File: src/rtl/ntcr_pkg.sv
// Shared types, constants and register map for the NTC resistance converter.
package ntcr_pkg;

    localparam int WORD_W           = 16;
    localparam int CODE_W           = 12;
    localparam int RES_W            = 16;
    localparam int REG_W            = 32;
    localparam int PROD_W           = 2 * REG_W;
    localparam int SAMPLES_AVERAGED = 4;
    localparam int SUM_W            = CODE_W + $clog2(SAMPLES_AVERAGED);
    localparam int CNT_W            = (SAMPLES_AVERAGED > 1) ? $clog2(SAMPLES_AVERAGED) : 1;

    localparam int FIFO_DEPTH = 2;
    localparam int FIFO_PTR_W = (FIFO_DEPTH > 1) ? $clog2(FIFO_DEPTH) : 1;
    localparam int FIFO_CNT_W = $clog2(FIFO_DEPTH + 1);

    localparam int DIV_STEPS = RES_W;
    localparam int DIV_CNT_W = $clog2(DIV_STEPS);

    localparam int CFG_IDX_W = 3;

    localparam logic [CFG_IDX_W-1:0] CFG_NUM_SLOPE  = 3'd0;
    localparam logic [CFG_IDX_W-1:0] CFG_NUM_OFFSET = 3'd1;
    localparam logic [CFG_IDX_W-1:0] CFG_DEN_OFFSET = 3'd2;
    localparam logic [CFG_IDX_W-1:0] CFG_DEN_SLOPE  = 3'd3;
    localparam logic [CFG_IDX_W-1:0] CFG_SCALE      = 3'd4;

    localparam logic [REG_W-1:0] RST_NUM_SLOPE  = 32'd430001;
    localparam logic [REG_W-1:0] RST_NUM_OFFSET = 32'd1298330220;
    localparam logic [REG_W-1:0] RST_DEN_OFFSET = 32'd540970925;
    localparam logic [REG_W-1:0] RST_DEN_SLOPE  = 32'd49305;
    localparam logic [REG_W-1:0] RST_SCALE      = 32'd10000;

    localparam logic [RES_W-1:0] RES_MAX = '1;

    typedef struct packed {
        logic [REG_W-1:0] num_slope;
        logic [REG_W-1:0] num_offset;
        logic [REG_W-1:0] den_offset;
        logic [REG_W-1:0] den_slope;
        logic [REG_W-1:0] scale;
    } t_cfg;

    typedef struct packed {
        logic              push;
        logic [CODE_W-1:0] data;
    } t_push;

    typedef enum logic [2:0] {
        ST_IDLE,
        ST_MUL,
        ST_SUM,
        ST_PROD,
        ST_CHECK,
        ST_DIV,
        ST_DONE
    } t_back_state;

endpackage

File: src/rtl/ntcr_front.sv
// Front end: clamps and scales ADC words, accumulates them, emits averages.
module ntcr_front
    import ntcr_pkg::*;
(
    input  logic              i_clk,
    input  logic              i_rst_n,
    input  logic              i_valid,
    output logic              o_ready,
    input  logic [WORD_W-1:0] i_adc_word,
    input  logic              i_full,
    output t_push             o_push
);

    logic [SUM_W-1:0]  r_sum, n_sum;
    logic [CNT_W-1:0]  r_cnt, n_cnt;
    logic [CODE_W-1:0] code;
    logic [SUM_W-1:0]  sum_acc;
    logic              accept;
    logic              last;

    assign o_ready = !i_full;
    assign accept  = i_valid && !i_full;
    // negative words clamp to zero
    assign code    = i_adc_word[WORD_W-1] ? '0 : i_adc_word[WORD_W-1 -: CODE_W];
    assign sum_acc = r_sum + SUM_W'(code);
    assign last    = (r_cnt == CNT_W'(SAMPLES_AVERAGED - 1));

    always_comb begin
        n_sum       = r_sum;
        n_cnt       = r_cnt;
        o_push.push = 1'b0;
        o_push.data = CODE_W'(sum_acc / SUM_W'(SAMPLES_AVERAGED));
        if (accept) begin
            if (last) begin
                n_sum       = '0;
                n_cnt       = '0;
                o_push.push = 1'b1;
            end else begin
                n_sum = sum_acc;
                n_cnt = r_cnt + CNT_W'(1);
            end
        end
    end

    always_ff @(posedge i_clk) begin
        if (!i_rst_n) begin
            r_sum <= '0;
            r_cnt <= '0;
        end else begin
            r_sum <= n_sum;
            r_cnt <= n_cnt;
        end
    end

endmodule

File: src/rtl/ntcr_fifo.sv
// Short queue of averaged codes between the front end and the converter.
module ntcr_fifo
    import ntcr_pkg::*;
(
    input  logic              i_clk,
    input  logic              i_rst_n,
    input  t_push             i_push,
    output logic              o_full,
    input  logic              i_pop,
    output logic              o_empty,
    output logic [CODE_W-1:0] o_data
);

    logic [CODE_W-1:0]     mem [FIFO_DEPTH];
    logic [FIFO_PTR_W-1:0] r_wr_ptr, r_rd_ptr;
    logic [FIFO_CNT_W-1:0] r_count;
    logic                  do_push, do_pop;

    assign o_full  = (r_count == FIFO_CNT_W'(FIFO_DEPTH));
    assign o_empty = (r_count == '0);
    assign o_data  = mem[r_rd_ptr];
    assign do_push = i_push.push && !o_full;
    assign do_pop  = i_pop && !o_empty;

    always_ff @(posedge i_clk) begin
        if (do_push) begin
            mem[r_wr_ptr] <= i_push.data;
        end
    end

    always_ff @(posedge i_clk) begin
        if (!i_rst_n) begin
            r_wr_ptr <= '0;
            r_rd_ptr <= '0;
            r_count  <= '0;
        end else begin
            if (do_push) begin
                r_wr_ptr <= (r_wr_ptr == FIFO_PTR_W'(FIFO_DEPTH - 1)) ? '0
                                                                       : r_wr_ptr + 1'b1;
            end
            if (do_pop) begin
                r_rd_ptr <= (r_rd_ptr == FIFO_PTR_W'(FIFO_DEPTH - 1)) ? '0
                                                                       : r_rd_ptr + 1'b1;
            end
            if (do_push && !do_pop) begin
                r_count <= r_count + 1'b1;
            end else if (do_pop && !do_push) begin
                r_count <= r_count - 1'b1;
            end
        end
    end

endmodule

File: src/rtl/ntcr_back.sv
// Back end: numerator/denominator, 64-bit product and saturating division.
module ntcr_back
    import ntcr_pkg::*;
(
    input  logic              i_clk,
    input  logic              i_rst_n,
    input  t_cfg              i_cfg,
    input  logic              i_empty,
    input  logic [CODE_W-1:0] i_avg,
    output logic              o_pop,
    output logic              o_valid,
    input  logic              i_ready,
    output logic [RES_W-1:0]  o_resistance,
    output logic [CODE_W-1:0] o_average_code,
    output logic              o_overflow
);

    t_back_state r_state, n_state;

    logic [CODE_W-1:0]    r_avg;
    logic [REG_W-1:0]     r_na, r_da;
    logic [REG_W-1:0]     r_num, r_den;
    logic [PROD_W-1:0]    r_prod;
    logic [REG_W-1:0]     r_rem;
    logic [RES_W-1:0]     r_quo;
    logic [DIV_CNT_W-1:0] r_step;
    logic                 r_ovf;
    logic                 r_out_valid;
    logic [RES_W-1:0]     r_out_res;
    logic [CODE_W-1:0]    r_out_avg;
    logic                 r_out_ovf;

    logic                 load_out;
    logic [REG_W:0]       trial;
    logic [REG_W:0]       trial_diff;
    logic                 trial_ge;
    logic                 too_big;

    // one restoring step: shift in the next dividend bit, subtract if it fits
    assign trial      = {r_rem, r_quo[RES_W-1]};
    assign trial_diff = trial - {1'b0, r_den};
    assign trial_ge   = (trial >= {1'b0, r_den});
    // quotient fits in RES_W bits only if prod < den * 2^RES_W
    assign too_big    = (r_prod[PROD_W-1:RES_W] >= (PROD_W - RES_W)'(r_den));

    assign o_valid        = r_out_valid;
    assign o_resistance   = r_out_res;
    assign o_average_code = r_out_avg;
    assign o_overflow     = r_out_ovf;

    always_comb begin
        n_state  = r_state;
        o_pop    = 1'b0;
        load_out = 1'b0;
        case (r_state)
            ST_IDLE: begin
                if (!i_empty) begin
                    o_pop   = 1'b1;
                    n_state = ST_MUL;
                end
            end
            ST_MUL:   n_state = ST_SUM;
            ST_SUM:   n_state = ST_PROD;
            ST_PROD:  n_state = ST_CHECK;
            ST_CHECK: n_state = (r_ovf || too_big) ? ST_DONE : ST_DIV;
            ST_DIV: begin
                if (r_step == DIV_CNT_W'(DIV_STEPS - 1)) begin
                    n_state = ST_DONE;
                end
            end
            ST_DONE: begin
                if (!r_out_valid || i_ready) begin
                    load_out = 1'b1;
                    n_state  = ST_IDLE;
                end
            end
            default: n_state = ST_IDLE;
        endcase
    end

    always_ff @(posedge i_clk) begin
        if (!i_rst_n) begin
            r_state <= ST_IDLE;
        end else begin
            r_state <= n_state;
        end
    end

    always_ff @(posedge i_clk) begin
        case (r_state)
            ST_IDLE: begin
                r_avg <= i_avg;
            end
            ST_MUL: begin
                r_na <= i_cfg.num_slope * REG_W'(r_avg);
                r_da <= i_cfg.den_slope * REG_W'(r_avg);
            end
            ST_SUM: begin
                r_num <= r_na + i_cfg.num_offset;
                r_den <= i_cfg.den_offset - r_da;
            end
            ST_PROD: begin
                r_prod <= PROD_W'(r_num) * PROD_W'(i_cfg.scale);
                r_ovf  <= (r_den == '0);
            end
            ST_CHECK: begin
                r_ovf  <= r_ovf || too_big;
                r_rem  <= r_prod[RES_W +: REG_W];
                r_quo  <= r_prod[RES_W-1:0];
                r_step <= '0;
            end
            ST_DIV: begin
                // r_quo holds the remaining dividend bits, quotient bits enter at the bottom
                r_rem  <= trial_ge ? trial_diff[REG_W-1:0] : trial[REG_W-1:0];
                r_quo  <= {r_quo[RES_W-2:0], trial_ge};
                r_step <= r_step + 1'b1;
            end
            default: ;
        endcase
    end

    always_ff @(posedge i_clk) begin
        if (load_out) begin
            r_out_res <= r_ovf ? RES_MAX : r_quo;
            r_out_avg <= r_avg;
            r_out_ovf <= r_ovf;
        end
    end

    always_ff @(posedge i_clk) begin
        if (!i_rst_n) begin
            r_out_valid <= 1'b0;
        end else if (load_out) begin
            r_out_valid <= 1'b1;
        end else if (i_ready) begin
            r_out_valid <= 1'b0;
        end
    end

endmodule

File: src/rtl/ntc_adc_average_to_resistance_top.sv
// Top level: configuration registers, front end, queue and converter.
//
// Each accepted ADC word is clamped (negative words count as zero), cut to a
// 12-bit code and added to a running sum; every fourth word closes a group
// and its truncated average enters a two-entry queue. The input side takes
// one word per cycle as long as that queue has room. The converter pops one
// average at a time and works through its steps in order: it loads the
// average, takes three steps for the multiply, the add and the 32x32
// product, checks the range, then runs a one-bit-per-cycle restoring
// divider (skipped when the divisor is zero or the quotient is known to
// exceed 16 bits, which saturates to 65535 with the overflow flag) and
// finally moves the result into the output register once the output is
// free. Registers are written through the plain write port and should only
// change while the block is idle.
module ntc_adc_average_to_resistance_top
    import ntcr_pkg::*;
(
    input  logic                 i_clk,
    input  logic                 i_rst_n,
    input  logic                 i_cfg_we,
    input  logic [CFG_IDX_W-1:0] i_cfg_index,
    input  logic [REG_W-1:0]     i_cfg_data,
    input  logic                 i_valid,
    output logic                 o_ready,
    input  logic [WORD_W-1:0]    i_adc_word,
    output logic                 o_valid,
    input  logic                 i_ready,
    output logic [RES_W-1:0]     o_resistance,
    output logic [CODE_W-1:0]    o_average_code,
    output logic                 o_overflow
);

    t_cfg              r_cfg;
    t_push             push;
    logic              fifo_full;
    logic              fifo_empty;
    logic              pop;
    logic [CODE_W-1:0] fifo_data;

    always_ff @(posedge i_clk) begin
        if (!i_rst_n) begin
            r_cfg.num_slope  <= RST_NUM_SLOPE;
            r_cfg.num_offset <= RST_NUM_OFFSET;
            r_cfg.den_offset <= RST_DEN_OFFSET;
            r_cfg.den_slope  <= RST_DEN_SLOPE;
            r_cfg.scale      <= RST_SCALE;
        end else if (i_cfg_we) begin
            case (i_cfg_index)
                CFG_NUM_SLOPE:  r_cfg.num_slope  <= i_cfg_data;
                CFG_NUM_OFFSET: r_cfg.num_offset <= i_cfg_data;
                CFG_DEN_OFFSET: r_cfg.den_offset <= i_cfg_data;
                CFG_DEN_SLOPE:  r_cfg.den_slope  <= i_cfg_data;
                CFG_SCALE:      r_cfg.scale      <= i_cfg_data;
                default: ;
            endcase
        end
    end

    ntcr_front u_front (
        .i_clk      (i_clk),
        .i_rst_n    (i_rst_n),
        .i_valid    (i_valid),
        .o_ready    (o_ready),
        .i_adc_word (i_adc_word),
        .i_full     (fifo_full),
        .o_push     (push)
    );

    ntcr_fifo u_fifo (
        .i_clk   (i_clk),
        .i_rst_n (i_rst_n),
        .i_push  (push),
        .o_full  (fifo_full),
        .i_pop   (pop),
        .o_empty (fifo_empty),
        .o_data  (fifo_data)
    );

    ntcr_back u_back (
        .i_clk          (i_clk),
        .i_rst_n        (i_rst_n),
        .i_cfg          (r_cfg),
        .i_empty        (fifo_empty),
        .i_avg          (fifo_data),
        .o_pop          (pop),
        .o_valid        (o_valid),
        .i_ready        (i_ready),
        .o_resistance   (o_resistance),
        .o_average_code (o_average_code),
        .o_overflow     (o_overflow)
    );

endmodule

File: config.mk
export PLATFORM = sky130hd
export DESIGN_NAME = ntc_adc_average_to_resistance_top
export DESIGN_NICKNAME = d
export VERILOG_FILES = /design/src/rtl/ntcr_pkg.sv /design/src/rtl/ntcr_front.sv /design/src/rtl/ntcr_fifo.sv /design/src/rtl/ntcr_back.sv /design/src/rtl/ntc_adc_average_to_resistance_top.sv
export SDC_FILE = /design/constraint.sdc
export NUM_CORES = 2
export LEC_CHECK = 0
export ABC_CLOCK_PERIOD_IN_PS = 19400
export BUFFER_PORTS_ARGS = -buffer_cell sky130_fd_sc_hd__buf_2
export CORE_UTILIZATION = 54
export CTS_CLUSTER_SIZE = 25
export DETAILED_ROUTE_END_ITERATION = 8
export PLACE_DENSITY = 0.7
export SLEW_MARGIN = 0
export SYNTH_ARGS = -nofsm -noshare
export SYNTH_HDL_FRONTEND = slang
export SYNTH_SLANG_ARGS = --single-unit
File: constraint.sdc
create_clock -name i_clk -period 19.4 [get_ports i_clk]
set_input_delay 2.91 -clock i_clk [delete_from_list [all_inputs] [get_ports i_clk]]
set_output_delay 2.91 -clock i_clk [all_outputs]
set_load 0.01 [all_outputs]
==> out/qor.csv <==
metric,value,unit
outcome,"finished, final reports clean",
fin_tns_setup,0,ps
ys_async_sr_fraction,0,%
ys_ff_latch,494,
overflow,0,
cp.arrival,8870,ps
ys_types,92,
cts_resized,0,
wl,194800,µm
synth_edf_count,310,
clock.fmax,117.5,MHz
ios,87,
die_h,372.3,µm
syn_nets,9875,
use_met1,37.20,%
clock_skew,37.88,ps
start_util,54.51,%
rsz0062_at_grt,no,
cts_hold_buf,0,
synth_area,74030,µm²
top_usage_layer,met2,
post_cts_buffers,0,
slew_headroom,22.61,%
grt_pass1_vias,57130,
cts_made_buffers,52,
rrSetupSlack,10890,ps
crit_path_end,u_back.r_prod[63],
wl_per_cell,20.32,µm
path_clk_slew,60,ps
hold_violations,0,
track_usage,28.97,%
endpoint_kind,flop,
rr_endpoint,u_back.r_prod[63],
coreArea,135800,µm²
grt_max_degree,79,
tightest_slew,1157,ps
cts_tree,done,
layout_commonest_cell,inv_1,
period_share,43.86,%
fill_cells,11940,
maxSlewViolCount,0,
first_pass_iters,6,
r2r-start,u_back.r_num[11],
drive_gt1_share,4.487,%
ys_seq_area_share,17.55,%
via_per_inst,5.608,
nets,9691,
synth_warnings,0,
critPathLaunch,u_back.r_num[11],
dp.cells,9483,
h-tree-depth,2,
insertion_delay,640,ps
r2r_cells,23,
crit_type,flop to flop,
final_cells,9585,
start_kind,flop,
drt_iter0_drc,3932,
hpwl,144700,µm
port_buffers,82,
min_period,8509,ps
use_met2,48.29,%
cp_max_fo,24,
drc,0,
clockRootBuffer,clkbuf_16,
hp-class,flop to flop,
cts_max_path_buffers,3,
cap_viol_max_count,0,
antenna_found_initial,10,
syn_inst,7940,
cts.sinks,494,
rows,135,
dr_total_vias,53750,
die_w,372.3,µm
syn2layout_area_growth,4.927,%
place_congestion,0.9351,
grt_pass1_wl,310500,µm
setup_viol,0,
dieArea,138600,µm²
grtUsageMet3,4.877,%
layout_common_cells,"1397 x inv_1, 1378 x fa_1, 1368 x nand2_1",
ant_nets,0,
cp.required,19760,ps
synth-main-ff-cell,edfxtp_1,
post_synth.cell_area_avg,9.323,µm²
-- worst min path at each step --
stage / from / to / slack, ps / cells after the start
floorplan: u_back.r_avg[0] / u_back.o_average_code[0] / 420 / 0
CTS: r_cfg[23] / r_cfg[23] / 450 / 2
global route: r_cfg[23] / r_cfg[23] / 470 / 2
global placement: r_cfg[23] / r_cfg[23] / 440 / 2
finish: r_cfg[23] / r_cfg[23] / 450 / 2
detailed placement: r_cfg[23] / r_cfg[23] / 440 / 2
-- through the flow --
step / util, % / instance area, µm² / hold slack, ps / setup WS (ps)
floorplan: - / 74030 / 424.4 / 12000
global placement: 55.83 / 75830 / 439.0 / 10960
finish: 57.20 / 77680 / 450.7 / 10890
detailed placement: 55.83 / 75830 / 443.3 / 10990
CTS: 57.19 / 77670 / 452.0 / 10950
global route: 57.19 / 77670 / 472.4 / 10620
-- metal layers --
metal | part of all wire (%) | vias up
li1 | - | 23960
met1 | 39 | 27260
met2 | 47 | 2069
met3 | 8.3 | 445
met4 | 4.9 | 8
met5 | 0.031 | -
-- registers in the layout (all words and copies together), names as in the netlist, 14 cells and up --
name / flops
u_back.r_rem: 32
u_back.r_na: 32
u_fifo.mem: 24
u_back.o_resistance: 16
u_back.r_den: 32
u_back.r_prod: 64
r_cfg: 160
u_back.r_quo: 16
u_front.r_sum: 14
u_back.r_num: 32
u_back.r_da: 32
-- cell usage after synthesis (9+ instances only) --
master | n | area [µm²]
a211o_1 | 9 | 78.83
clkbuf_1 | 400 | 1501
mux2_2 | 12 | 135.1
inv_1 | 1399 | 5251
ha_1 | 501 | 6269
mux2i_1 | 19 | 190.2
fa_1 | 1378 | 27590
a21oi_1 | 303 | 1516
nor2b_1 | 46 | 287.8
nor3_1 | 30 | 150.1
nor4_1 | 16 | 100.1
o21a_1 | 42 | 315.3
nand3_1 | 99 | 495.5
o21ai_0 | 136 | 680.7
nand4_1 | 34 | 212.7
and2_1 | 800 | 5005
or2_2 | 24 | 150.1
and3_1 | 34 | 212.7
o21bai_1 | 28 | 210.2
or3_1 | 16 | 100.1
xor2_1 | 72 | 630.6
dfxtp_1 | 184 | 3684
nand2_1 | 1369 | 5139
a21o_1 | 115 | 863.3
xnor2_1 | 169 | 1480
o31ai_1 | 14 | 105.1
nand2b_1 | 24 | 150.1
edfxtp_1 | 310 | 9309
a211oi_1 | 24 | 180.2
a31oi_1 | 24 | 150.1
nor2_1 | 163 | 611.8
-- critical path: stages (launching register included) --
cell and delay, ps:
edfxtp_1 770, buf_4 430, and2_1 220, fa_1 450, fa_1 530, inv_1 50
fa_1 450, fa_1 510, inv_1 50, fa_1 550, fa_1 430, fa_1 550
inv_1 70, fa_1 490, inv_1 40, ha_1 440, nand4_1 190, or4_1 550
o22ai_2 270, a31oi_1 240, a31oi_1 330, a41o_1 310, a31oi_1 120, xnor2_1 130
-- area by class of cell --
class                           instances  area (µm²)  area share [%]
Inverter                             1399        5254           6.764
Timing Repair Buffer                  178        1131           1.456
Sequential cell                       494       13000           16.73
Clock inverter                         32       362.8          0.4671
Clock buffer                           66        1476           1.901
Multi-Input combinational cell       5631       54210           69.80
Tap cell                             1781        2228           2.869
Antenna cell                            4       10.01         0.01289
-- cells by family (layout without fill, tap and decap cells) --
kind of cell    count (synthesis)  after routing  synth area share (%)
compound gates                797            797                 6.793
xor+xnor                      241            241                 2.851
fa+ha+maj                    1879           1879                 45.73
buf+inv                      1815           1675                 9.269
flops                         494            494                 17.55
mux                            31             31                0.4394
other cells                     0              4                     0
simple gates                 2683           2683                 17.36
Power is left out: the tool's default activity adds up to more than one toggle a clock period on the data nets, which glitch-free logic cannot reach.
